[config.mk]
export PLATFORM = sky130hd
export DESIGN_NAME = best_fit_heap_allocator_core
export DESIGN_NICKNAME = d
export VERILOG_FILES = /design/src/rtl/core/bfha_pkg.sv /design/src/rtl/core/best_fit_heap_allocator_core.sv
export VERILOG_INCLUDE_DIRS = /design/src /design/src/rtl/core
export SDC_FILE = /design/constraint.sdc
export NUM_CORES = 2
export LEC_CHECK = 0
export BUFFER_PORTS_ARGS = -buffer_cell sky130_fd_sc_hd__buf_2
export CELL_PAD_IN_SITES_DETAIL_PLACEMENT = 1
export CELL_PAD_IN_SITES_GLOBAL_PLACEMENT = 2
export CORE_UTILIZATION = 45
export CTS_CLUSTER_SIZE = 30
export DETAILED_ROUTE_END_ITERATION = 16
export PLACE_DENSITY = 0.73
export SYNTH_ARGS = -nofsm -noshare
export SYNTH_HDL_FRONTEND = slang
export SYNTH_MEMORY_MAX_BITS = 65536
export SYNTH_SLANG_ARGS = --single-unit
[constraint.sdc]
create_clock -name clk -period 22.5 [get_ports clk]
set_input_delay 1.125 -clock clk [delete_from_list [all_inputs] [get_ports clk]]
set_output_delay 1.125 -clock clk [all_outputs]
set_load 0.005 [all_outputs]
[src/rtl/core/assert_macros.svh]
// Assertion macros shared by the allocator RTL.
// No dependencies.
`ifndef ASSERT_MACROS_SVH
`define ASSERT_MACROS_SVH
// implication check under reset disable
`define ASSERT_IMPL(label, clk, rst, ante, cons, msg) \
  label: assert property (@(posedge clk) disable iff (rst) (ante) |-> (cons)) else $error(msg);
// next-cycle implication
`define ASSERT_NEXT(label, clk, rst, ante, cons, msg) \
  label: assert property (@(posedge clk) disable iff (rst) (ante) |=> (cons)) else $error(msg);
`endif

[src/rtl/core/bfha_pkg.sv]
// Types and codes for the best-fit heap allocator.
// No dependencies.
package bfha_pkg;
  localparam logic [1:0] KIND_ALLOC = 2'd0;
  localparam logic [1:0] KIND_FREE  = 2'd1;
  localparam logic [1:0] KIND_INIT  = 2'd2;

  localparam logic [1:0] ST_OK       = 2'd0;
  localparam logic [1:0] ST_ZERO     = 2'd1;
  localparam logic [1:0] ST_NOFIT    = 2'd2;
  localparam logic [1:0] ST_NOTFOUND = 2'd3;

  localparam logic CFG_HEAP_BASE = 1'b0;
  localparam logic CFG_HEAP_SIZE = 1'b1;

  typedef struct packed {
    logic [1:0]  kind;
    logic [31:0] request_size;
    logic [31:0] user_address;
  } req_t;

  typedef struct packed {
    logic [31:0] result_address;
    logic [1:0]  status;
  } rsp_t;
endpackage

[src/rtl/core/best_fit_heap_allocator_core.sv]
// Top level of the best-fit heap allocator: sequencer and block table.
// Depends on bfha_pkg and assert_macros.svh.
//
// channel  dir  handshake           payload
// request  in   start & !busy       bfha_pkg::req_t
// result   out  done strobe         bfha_pkg::rsp_t
// config   in   cfg_valid&cfg_ready cfg_index, cfg_data
//
// Allocate and free requests walk the table through a single memory read
// port, a free stopping at the matching entry, then shift entries on a split
// or merge; init, zero-size allocate and the unused kind 3 go straight to done.
// Reset clears state, block count and heap registers; the table holds no reset value.
// The result strobe lasts one cycle and cannot be stalled.
`include "assert_macros.svh"
module best_fit_heap_allocator_core #(
  parameter int MAX_BLOCKS   = 64,
  parameter int HEADER_BYTES = 24
) (
  input  logic             clk,
  input  logic             rst,
  input  logic             start,
  output logic             busy,
  input  bfha_pkg::req_t   req,
  output logic             done,
  output bfha_pkg::rsp_t   rsp,
  input  logic             cfg_valid,
  output logic             cfg_ready,
  input  logic             cfg_index,
  input  logic [31:0]      cfg_data
);
  localparam int IW = $clog2(MAX_BLOCKS);
  localparam int CW = $clog2(MAX_BLOCKS + 1);
  localparam logic [31:0] HDR = 32'(HEADER_BYTES);
  localparam logic [CW-1:0] CMAX = CW'(MAX_BLOCKS);

  typedef enum logic [3:0] {
    S_IDLE, S_SCAN, S_SCANW, S_ASPLIT, S_OPEN, S_OPENW, S_AFIN,
    S_FNEXT, S_FNEXTW, S_FPREV, S_FPREVW, S_DROP, S_DROPW, S_DONE
  } state_t;

  // table memory: start, size, taken in one word
  logic [64:0] mem [MAX_BLOCKS];
  logic [64:0] rd;
  logic [IW-1:0] ra;
  logic          we;
  logic [IW-1:0] wa;
  logic [64:0]   wd;

  always_ff @(posedge clk) begin
    if (we) mem[wa] <= wd;
    rd <= mem[ra];
  end

  state_t state;
  logic [CW-1:0] count, idx, pos, best;
  logic          found;
  logic [31:0]   bsize, bstart, req_sz, uaddr, rem;
  logic [31:0]   heap_base, heap_size;
  logic [1:0]    kind;
  logic          drop_then_prev;

  assign busy = (state != S_IDLE);
  assign cfg_ready = (state == S_IDLE) && !start;

  wire [31:0] rd_start = rd[64:33];
  wire [31:0] rd_size  = rd[32:1];
  wire        rd_taken = rd[0];

  always_comb begin
    ra = idx[IW-1:0];
  end

  always_ff @(posedge clk) begin
    done <= !rst && (state == S_DONE);
    if (rst) begin
      state <= S_IDLE;
      count <= '0;
      heap_base <= '0;
      heap_size <= '0;
      we <= 1'b0;
    end else begin
      case (state)
        S_IDLE: begin
          we <= start && (req.kind == bfha_pkg::KIND_INIT) && (heap_size > HDR);
          if (cfg_valid && cfg_ready) begin
            if (cfg_index == bfha_pkg::CFG_HEAP_BASE) heap_base <= cfg_data;
            else heap_size <= cfg_data;
          end
          if (start) begin
            kind <= req.kind; req_sz <= req.request_size; uaddr <= req.user_address;
            idx <= '0; found <= 1'b0;
            rsp.result_address <= '0;
            case (req.kind)
              bfha_pkg::KIND_ALLOC: begin
                if (req.request_size == 32'd0) begin
                  rsp.status <= bfha_pkg::ST_ZERO; state <= S_DONE;
                end else begin
                  rsp.status <= bfha_pkg::ST_OK; state <= S_SCANW;
                end
              end
              bfha_pkg::KIND_FREE: begin
                rsp.status <= bfha_pkg::ST_OK; state <= S_SCANW;
              end
              bfha_pkg::KIND_INIT: begin
                if (heap_size <= HDR) begin
                  count <= '0; rsp.status <= bfha_pkg::ST_ZERO;
                end else begin
                  wa <= '0;
                  wd <= {heap_base + HDR, heap_size - HDR, 1'b0};
                  count <= CW'(1);
                  rsp.status <= bfha_pkg::ST_OK;
                end
                state <= S_DONE;
              end
              default: begin
                rsp.status <= bfha_pkg::ST_OK; state <= S_DONE;
              end
            endcase
          end
        end
        S_SCANW: begin
          // address idx presented; data next cycle
          we <= 1'b0;
          if (idx >= count) begin
            if (kind == bfha_pkg::KIND_ALLOC) state <= found ? S_ASPLIT : S_DONE;
            else state <= S_DONE;
            if (!found) rsp.status <= (kind == bfha_pkg::KIND_ALLOC) ?
                                      bfha_pkg::ST_NOFIT : bfha_pkg::ST_NOTFOUND;
          end else state <= S_SCAN;
        end
        S_SCAN: begin
          we <= 1'b0;
          if (kind == bfha_pkg::KIND_ALLOC) begin
            if (!rd_taken && rd_size >= req_sz && (!found || rd_size < bsize)) begin
              found <= 1'b1; best <= idx; bsize <= rd_size; bstart <= rd_start;
            end
            idx <= idx + CW'(1);
            state <= S_SCANW;
          end else if (rd_start == uaddr) begin
            found <= 1'b1; pos <= idx; bsize <= rd_size; bstart <= rd_start;
            idx <= idx + CW'(1);
            state <= S_FNEXTW;
          end else begin
            idx <= idx + CW'(1);
            state <= S_SCANW;
          end
        end
        S_ASPLIT: begin
          rem <= bsize - req_sz;
          rsp.result_address <= bstart;
          we <= 1'b1; wa <= best[IW-1:0];
          if ((bsize - req_sz) > HDR && count < CMAX) begin
            wd <= {bstart, req_sz, 1'b1};
            idx <= count - CW'(1);
            state <= S_OPENW;
          end else begin
            wd <= {bstart, bsize, 1'b1};
            state <= S_DONE;
          end
        end
        S_OPENW: begin
          we <= 1'b0;
          if (idx <= best) state <= S_AFIN;
          else state <= S_OPEN;
        end
        S_OPEN: begin
          // move entry idx up by one
          we <= 1'b1; wa <= IW'(idx + CW'(1)); wd <= rd;
          idx <= idx - CW'(1);
          state <= S_OPENW;
        end
        S_AFIN: begin
          we <= 1'b1; wa <= IW'(best + CW'(1));
          wd <= {bstart + req_sz + HDR, rem - HDR, 1'b0};
          count <= count + CW'(1);
          state <= S_DONE;
        end
        S_FNEXTW: begin
          we <= 1'b0;
          state <= S_FNEXT;
        end
        S_FNEXT: begin
          // rd holds entry pos+1 (valid only if pos+1 < count)
          if (pos + CW'(1) < count && !rd_taken) begin
            bsize <= bsize + rd_size + HDR;
            drop_then_prev <= 1'b1;
            idx <= pos + CW'(2);
            state <= S_DROPW;
          end else begin
            idx <= pos - CW'(1);
            state <= S_FPREVW;
          end
          we <= 1'b1; wa <= pos[IW-1:0];
          wd <= {bstart, (pos + CW'(1) < count && !rd_taken) ?
                 bsize + rd_size + HDR : bsize, 1'b0};
        end
        S_DROPW: begin
          we <= 1'b0;
          if (idx >= count) begin
            count <= count - CW'(1);
            if (drop_then_prev) begin
              idx <= pos - CW'(1);
              state <= S_FPREVW;
            end else state <= S_DONE;
          end else state <= S_DROP;
        end
        S_DROP: begin
          we <= 1'b1; wa <= IW'(idx - CW'(1)); wd <= rd;
          idx <= idx + CW'(1);
          state <= S_DROPW;
        end
        S_FPREVW: begin
          we <= 1'b0;
          if (pos == '0) state <= S_DONE;
          else state <= S_FPREV;
        end
        S_FPREV: begin
          we <= !rd_taken;
          if (!rd_taken) begin
            wa <= IW'(pos - CW'(1));
            wd <= {rd_start, rd_size + bsize + HDR, 1'b0};
            drop_then_prev <= 1'b0;
            idx <= pos + CW'(1);
            state <= S_DROPW;
          end else state <= S_DONE;
        end
        S_DONE: begin
          we <= 1'b0;
          state <= S_IDLE;
        end
        default: begin
          we <= 1'b0;
          state <= S_IDLE;
        end
      endcase
    end
  end

  `ASSERT_IMPL(a_count_max, clk, rst, 1'b1, count <= CMAX, "block count overflow")
  `ASSERT_NEXT(a_done_idle, clk, rst, state == S_DONE, done && state == S_IDLE,
               "done not strobed")
  `ASSERT_IMPL(a_cfg_idle, clk, rst, cfg_ready, !busy, "config accepted while busy")
endmodule

# --- After elaboration in Yosys (flattened, before gate mapping) ---
# Memories as Yosys holds them, arrays and structs flattened. A register that Yosys moved wholly into a read port is not among the register bits.
# Index checks and enable logic that the tools add are counted.
word_totals:
  register_bits: 367
  latchBits: 0
  ram_bits: 4160
  romBits: 0
  in_bits: 103
  out_inout_bits: 37
  wordCells: 195
  mem_count: 1
mem_list:
  columns: ["memory", "depth", "word_bits", "read_ports", "rd_clocked_by_memory_dff", "write_ports", "line_no", "source"]
  rows:
  - ["mem", 64, 65, 1, 1, 1, "best_fit_heap_allocator_core.sv:42", "logic [64:0] mem [MAX_BLOCKS];"]
classes:
  n_addsub: 16
  mul: 0
  div_mod_pow: 0
  order_cmp: 9
  n_eq_ne: 29
  n_shift: 0
  muxes: 67
  bitwise: 3
  n_reduce_logical: 49
ops:
  columns: ["op", "count"]
  rows:
  - ["65-bit one-hot mux with 6 select lines", 1]
  - ["65-bit 2-to-1 mux", 4]
  - ["32-bit 2-to-1 mux", 7]
  - ["32-bit one-hot mux with 2 select lines", 2]
  - ["32-bit by 5-bit adder with 32-bit output, second input constant", 3]
  - ["32-bit adder", 2]
  - ["32-bit by 5-bit greater-than comparator with 1-bit output, second input constant", 2]
  - ["32-bit by 5-bit subtractor with 32-bit output, second input constant", 2]
  - ["7-bit 2-to-1 mux", 9]
  - ["4-bit one-hot mux with 13 select lines", 1]
  - ["7-bit one-hot mux with 7 select lines", 1]
  - ["6-bit one-hot mux with 7 select lines", 1]
  - ["4-bit 2-to-1 mux", 9]
  - ["34-bit 2-to-1 mux", 1]
  - ["33-bit 2-to-1 mux", 1]
  - ["32-bit equality test", 1]
  - ["32-bit greater-or-equal comparator", 1]
  - ["32-bit by 5-bit <= comparator with 1-bit output, second input constant", 1]
  - ["32-bit zero test", 1]
  - ["32-bit less-than comparator", 1]
  - ["32-bit subtractor", 1]
  - ["4-bit equality test, second input constant", 6]
  - ["6-bit 2-to-1 mux", 4]
  - ["4-bit AND reduction", 6]
  - ["other kinds (43)", 105]

# --- Longest topological paths before layout ---
logic_depth:
  depth_word: 6
  ltp_mapped: 22
  mapped_depth_nobuf: 18

# --- Worst setup path after synthesis ---
# No wires, ideal clock.
synth_path:
  path_type: "register to register"
  from: "reg wa[1]"
  to: "mem mem[39][0] (enable)"
  setup_ps: 648
  arrival_time_ps: 6950
  t_required_ps: 21852
  setup_slack_ps: 14902
  path_stages_with_launch: 4
  n_path_buf: 1
  period_less_slack_ps: 7598
  path_cell_list: "edfxtp_1 buf_1 nand3_1 nor4_1"
synth_rtl:
  columns: ["element", "line_no", "source"]
  rows:
  - ["start: declaration", "best_fit_heap_allocator_core.sv:46", "logic [IW-1:0] wa;"]
  - ["start signal: assignment", "best_fit_heap_allocator_core.sv:220", "wa <= IW'(pos - CW'(1));"]
  - ["end: declaration", "best_fit_heap_allocator_core.sv:42", null]
# Straight into the memory's write port.

==> parameters.txt <==
Parameter                              Value

Status
  Status ... complete, no violations

Setup path
  Register-to-register setup slack ... 16.00 ns
  Cell repeated most along the worst path ... sky130_fd_sc_hd__buf_4
  Critical path class ... register to register
  Delay of the slowest cell on the worst path ... 0.86 ns
  Kind of launch point of the worst setup path ... register
  Critical-path maximum fanout ... 99
  Reg2reg path depth ... 9
  Cell breakdown of the critical path ... buf_4 -> buf_12 -> buf_4 -> buf_12 -> buf_4 -> mux4_2 -> mux4_2 -> o21ai_0 -> o21ai_0
  RR Startpoint ... idx[0]
  Buffering stage count on the worst path with inverters included ... 5
  Cell family contributing the most delay on the critical path ... buffers and inverters
  Data arrival at the endpoint of the critical path ... 7.36 ns
  Critical Path Slowest Stage Cell ... sky130_fd_sc_hd__edfxtp_1
  Endpoint class of the critical path ... register
  Required @ worst endpoint ... 23.36 ns
  End of the worst register-to-register path ... rd[43]

Yosys
  Post-synth top flop ... sky130_fd_sc_hd__edfxtp_1
  Post-synthesis cell area ... 185,000 um2
  Sequential element share of the synthesized area ... 0.736
  Nets in the synthesized netlist ... 10.2k
  Netlist cell types ... 89
  Number of warning messages in the yosys log ... 0
  Synthesized instance count ... ~10k
  Post-synthesis average cell area ... 18.9 um2
  Share of synthesized flip-flops with an asynchronous set or reset ... 0
  Count of flip-flops with a built-in enable after synthesis ... 4,450
  Number of storage elements in the synthesis netlist ... 4,592

Floorplan
  Starting Density ... 0.452
  Area enclosed by the die boundary ... 415,000 um2
  Die X ... 644 um
  Number of cell rows ... between 200 and 250
  Core Area ... 410,000 um2
  Height of the chip ... 644 um
  Number of I/O pins ... 140

Drt
  Average wire length per cell after detail routing ... 40.3 um
  Detailed-router iteration count before antenna repair ... 6
  Via count ... 107k
  Count of routing violations after the opening detailed-route iteration ... 15.3k
  Vias per Instance ... 6.60
  Final antenna-violating net count ... 0
  Post-Route WL ... roughly 650 mm
  Number of DRC violations after detailed routing ... 0

CTS
  Number of sinks handled by clock tree synthesis ... between 4k and 5k
  Num CTS Buffers ... 460
  CTS Hold Buffers Added ... 0
  Clock transition time at the flip-flop clock pins of the worst setup and hold paths ... 0.07 ns
  Longest Clk Path Bufs ... 4
  H-tree level count ... 5
  Buffer count from post-CTS setup fixing ... 0
  Clk Tree Root Cell ... sky130_fd_sc_hd__clkbuf_16
  CTS tree ... built
  Post-cts sizing count ... 0
  Clk_lat worst skew ... roughly 1.0 ns

GRT
  Pin count of the biggest net entering global routing ... about 120
  Global Route Usage Sum ... 0.308
  Number of antenna violations at the first check in global routing ... 31
  Via count of the first global-routing pass ... 107k
  Remaining Overflow, GRT ... 0
  First-pass GRT wire length ... 883 mm

Finish
  Post-layout nets ... 10.6k
  Area growth syn-to-layout ... 13.0%
  Ratio of cells with drive above 1 in the final layout ... 0.210
  Layout Cells excl Fill ... 16.1k

Placed design
  Placed cell count ... about 15k
  DP HPWL ... 372 mm
  Count of input and output buffers ... ~140
  Final Wtd Congestion ... between 0.8 and 0.9

STA
  Final number of hold-violating endpoints ... 0
  Final critical path time including I/O delays and setup ... 6.50 ns
  Relative slew slack ... 0.0297
  Highest Clock Rate ... 0.154 GHz
  Final count of pins violating max slew ... 0
  Period Utilization, post-route ... 0.289
  Setup repair after global routing missed its margin ... no
  Actual slew at the worst max-slew pin ... between 1 and 1.5 ns
  Total of endpoints with negative setup slack in the final report ... 0
  Setup Total Neg Slack ... 0 ns
  Clk_skew ... 0.0742 ns

Flow run
  Max-cap viol count ... 0

Power and ir drop
  Largest voltage drop on the vdd net ... 0.0767 mV
  Pwr per Cell Area ... 125 nW/um2
  Standby leakage power ... ~68 nW

Worst hold path
  Worst min-delay path endpoint ... uaddr[14]
  Min-delay src ... req[14]
  Class of the tightest hold or removal check ... input port to register
  Hold Path Cell Cnt ... 1
## metal layers
metal  share of wire  vias up  global-route usage
met2            0.47     6381               0.491
met5         0.00014        -                   0
li1                -    41293                   -
met4           0.041       12               0.108
met3            0.11     1171              0.0633
met1            0.39    57657               0.425
## cells in the mapped netlist (all sizes together) (24+ instances only)
cell type | count | share of area
edfxtp | 4450 | 0.72
mux4 | 944 | 0.11
mux2i | 497 | 0.027
nand2 | 475 | 0.0096
a21oi | 423 | 0.011
clkbuf | 336 | 0.0068
nor2 | 305 | 0.0062
o21ai | 273 | 0.0074
ha | 251 | 0.017
buf | 187 | 0.0041
inv | 167 | 0.0034
o221ai | 164 | 0.0077
dfxtp | 142 | 0.015
o22ai | 119 | 0.0040
xnor2 | 111 | 0.0052
xor2 | 106 | 0.0050
nand3 | 91 | 0.0025
a21o | 64 | 0.0026
nor3 | 63 | 0.0018
and2 | 53 | 0.0018
a221oi | 50 | 0.0024
a31oi | 45 | 0.0015
nor4 | 39 | 0.0013
nand4 | 30 | 0.0010
o211ai | 30 | 0.0012
a221o | 28 | 0.0015
nand2b | 28 | 0.00094
nor2b | 26 | 0.00088
a311oi | 24 | 0.0011
## through the flow
| stage | power (mW) | area (um2) | setup slack, ns | utilization | hold WS [ns] |
|---|---|---|---|---|---|
| after floorplan | 15.4 | 185000 | 14.90 | - | 0.437 |
| after global placement | 18.3 | 195000 | 16.04 | 0.475 | 0.462 |
| after detailed placement | 18.5 | 195000 | 16.02 | 0.475 | 0.465 |
| after CTS | 26.1 | 209000 | 15.97 | 0.511 | 0.222 |
| after global routing | 26.8 | 209000 | 15.55 | 0.511 | 0.268 |
| final | 26.1 | 209000 | 16.00 | 0.511 | 0.286 |
## logic make-up (layout without fill, tap and decap cells)
kind of cell | after synthesis | after routing | synth area share
AOI/OAI and AO/OA | 1446 | 1446 | 0.0515
xor gates and xnor gates | 217 | 217 | 0.0102
adders and majority gates | 254 | 254 | 0.0173
buffers and inverters | 691 | 1530 | 0.0143
DFF | 4592 | 4592 | 0.736
muxes | 1443 | 1443 | 0.142
other | 0 | 9 | 0
and+or+nand+nor | 1191 | 1191 | 0.0291
## worst max-delay path by stage
stage	cells after the start	end	start
after floorplan	3	mem[39][0]	wa[1]
after global placement	9	rd[7]	idx[0]
after detailed placement	9	rd[43]	idx[0]
after CTS	9	rd[43]	idx[0]
after global routing	9	rd[43]	idx[0]
final	9	rd[43]	idx[0]
## cells in the final DEF (no fill, tap or decap), drive strengths merged, types with 45 or more instances in the layout
master  netlist  layout
a31oi        45      45
and2         53      53
clkinv        1     193
a21o         64      64
clkbuf      336     597
nand2       475     475
nor2        305     305
dfxtp       142     142
mux4        944     944
xor2        106     106
buf         187     504
ha          251     251
o221ai      164     164
o22ai       119     119
edfxtp     4450    4450
a21oi       423     423
mux2i       497     497
nor3         63      63
xnor2       111     111
inv         167     178
nand3        91      91
o21ai       273     273
a221oi       50      50
## where the power goes
part	total (mW)	leakage, nW	internal (mW)	switching [mW]
clock network	7.66	7.20	4.31	3.35
logic	7.56	19.5	2.60	4.96
registers	10.9	41.3	10.4	0.463
total	26.1	68.0	17.4	8.77
## layout make-up
| cell class | count | area (um2) |
|---|---|---|
| well taps | 5451 | 6820 |
| clock buffers | 596 | 12400 |
| repair buffers | 505 | 3690 |
| multi-input cells | 4551 | 47000 |
| clock inverters | 261 | 2440 |
| flip-flops and latches | 4592 | 136000 |
| diodes | 9 | 22.5 |
| fillers | 37068 | 200000 |
| inverters | 168 | 646 |
## flip-flops by register name, indices dropped and copies added, names as in the netlist, 6 cells and up
signal / flops
best: 7
bsize: 32
bstart: 32
count: 7
heap_base: 32
heap_size: 32
idx: 7
mem: 4160
pos: 7
rd: 65
rem: 32
req_sz: 32
rsp: 34
uaddr: 32
wa: 6
wd: 65
Note: power is estimated with default switching activity, not from simulation.
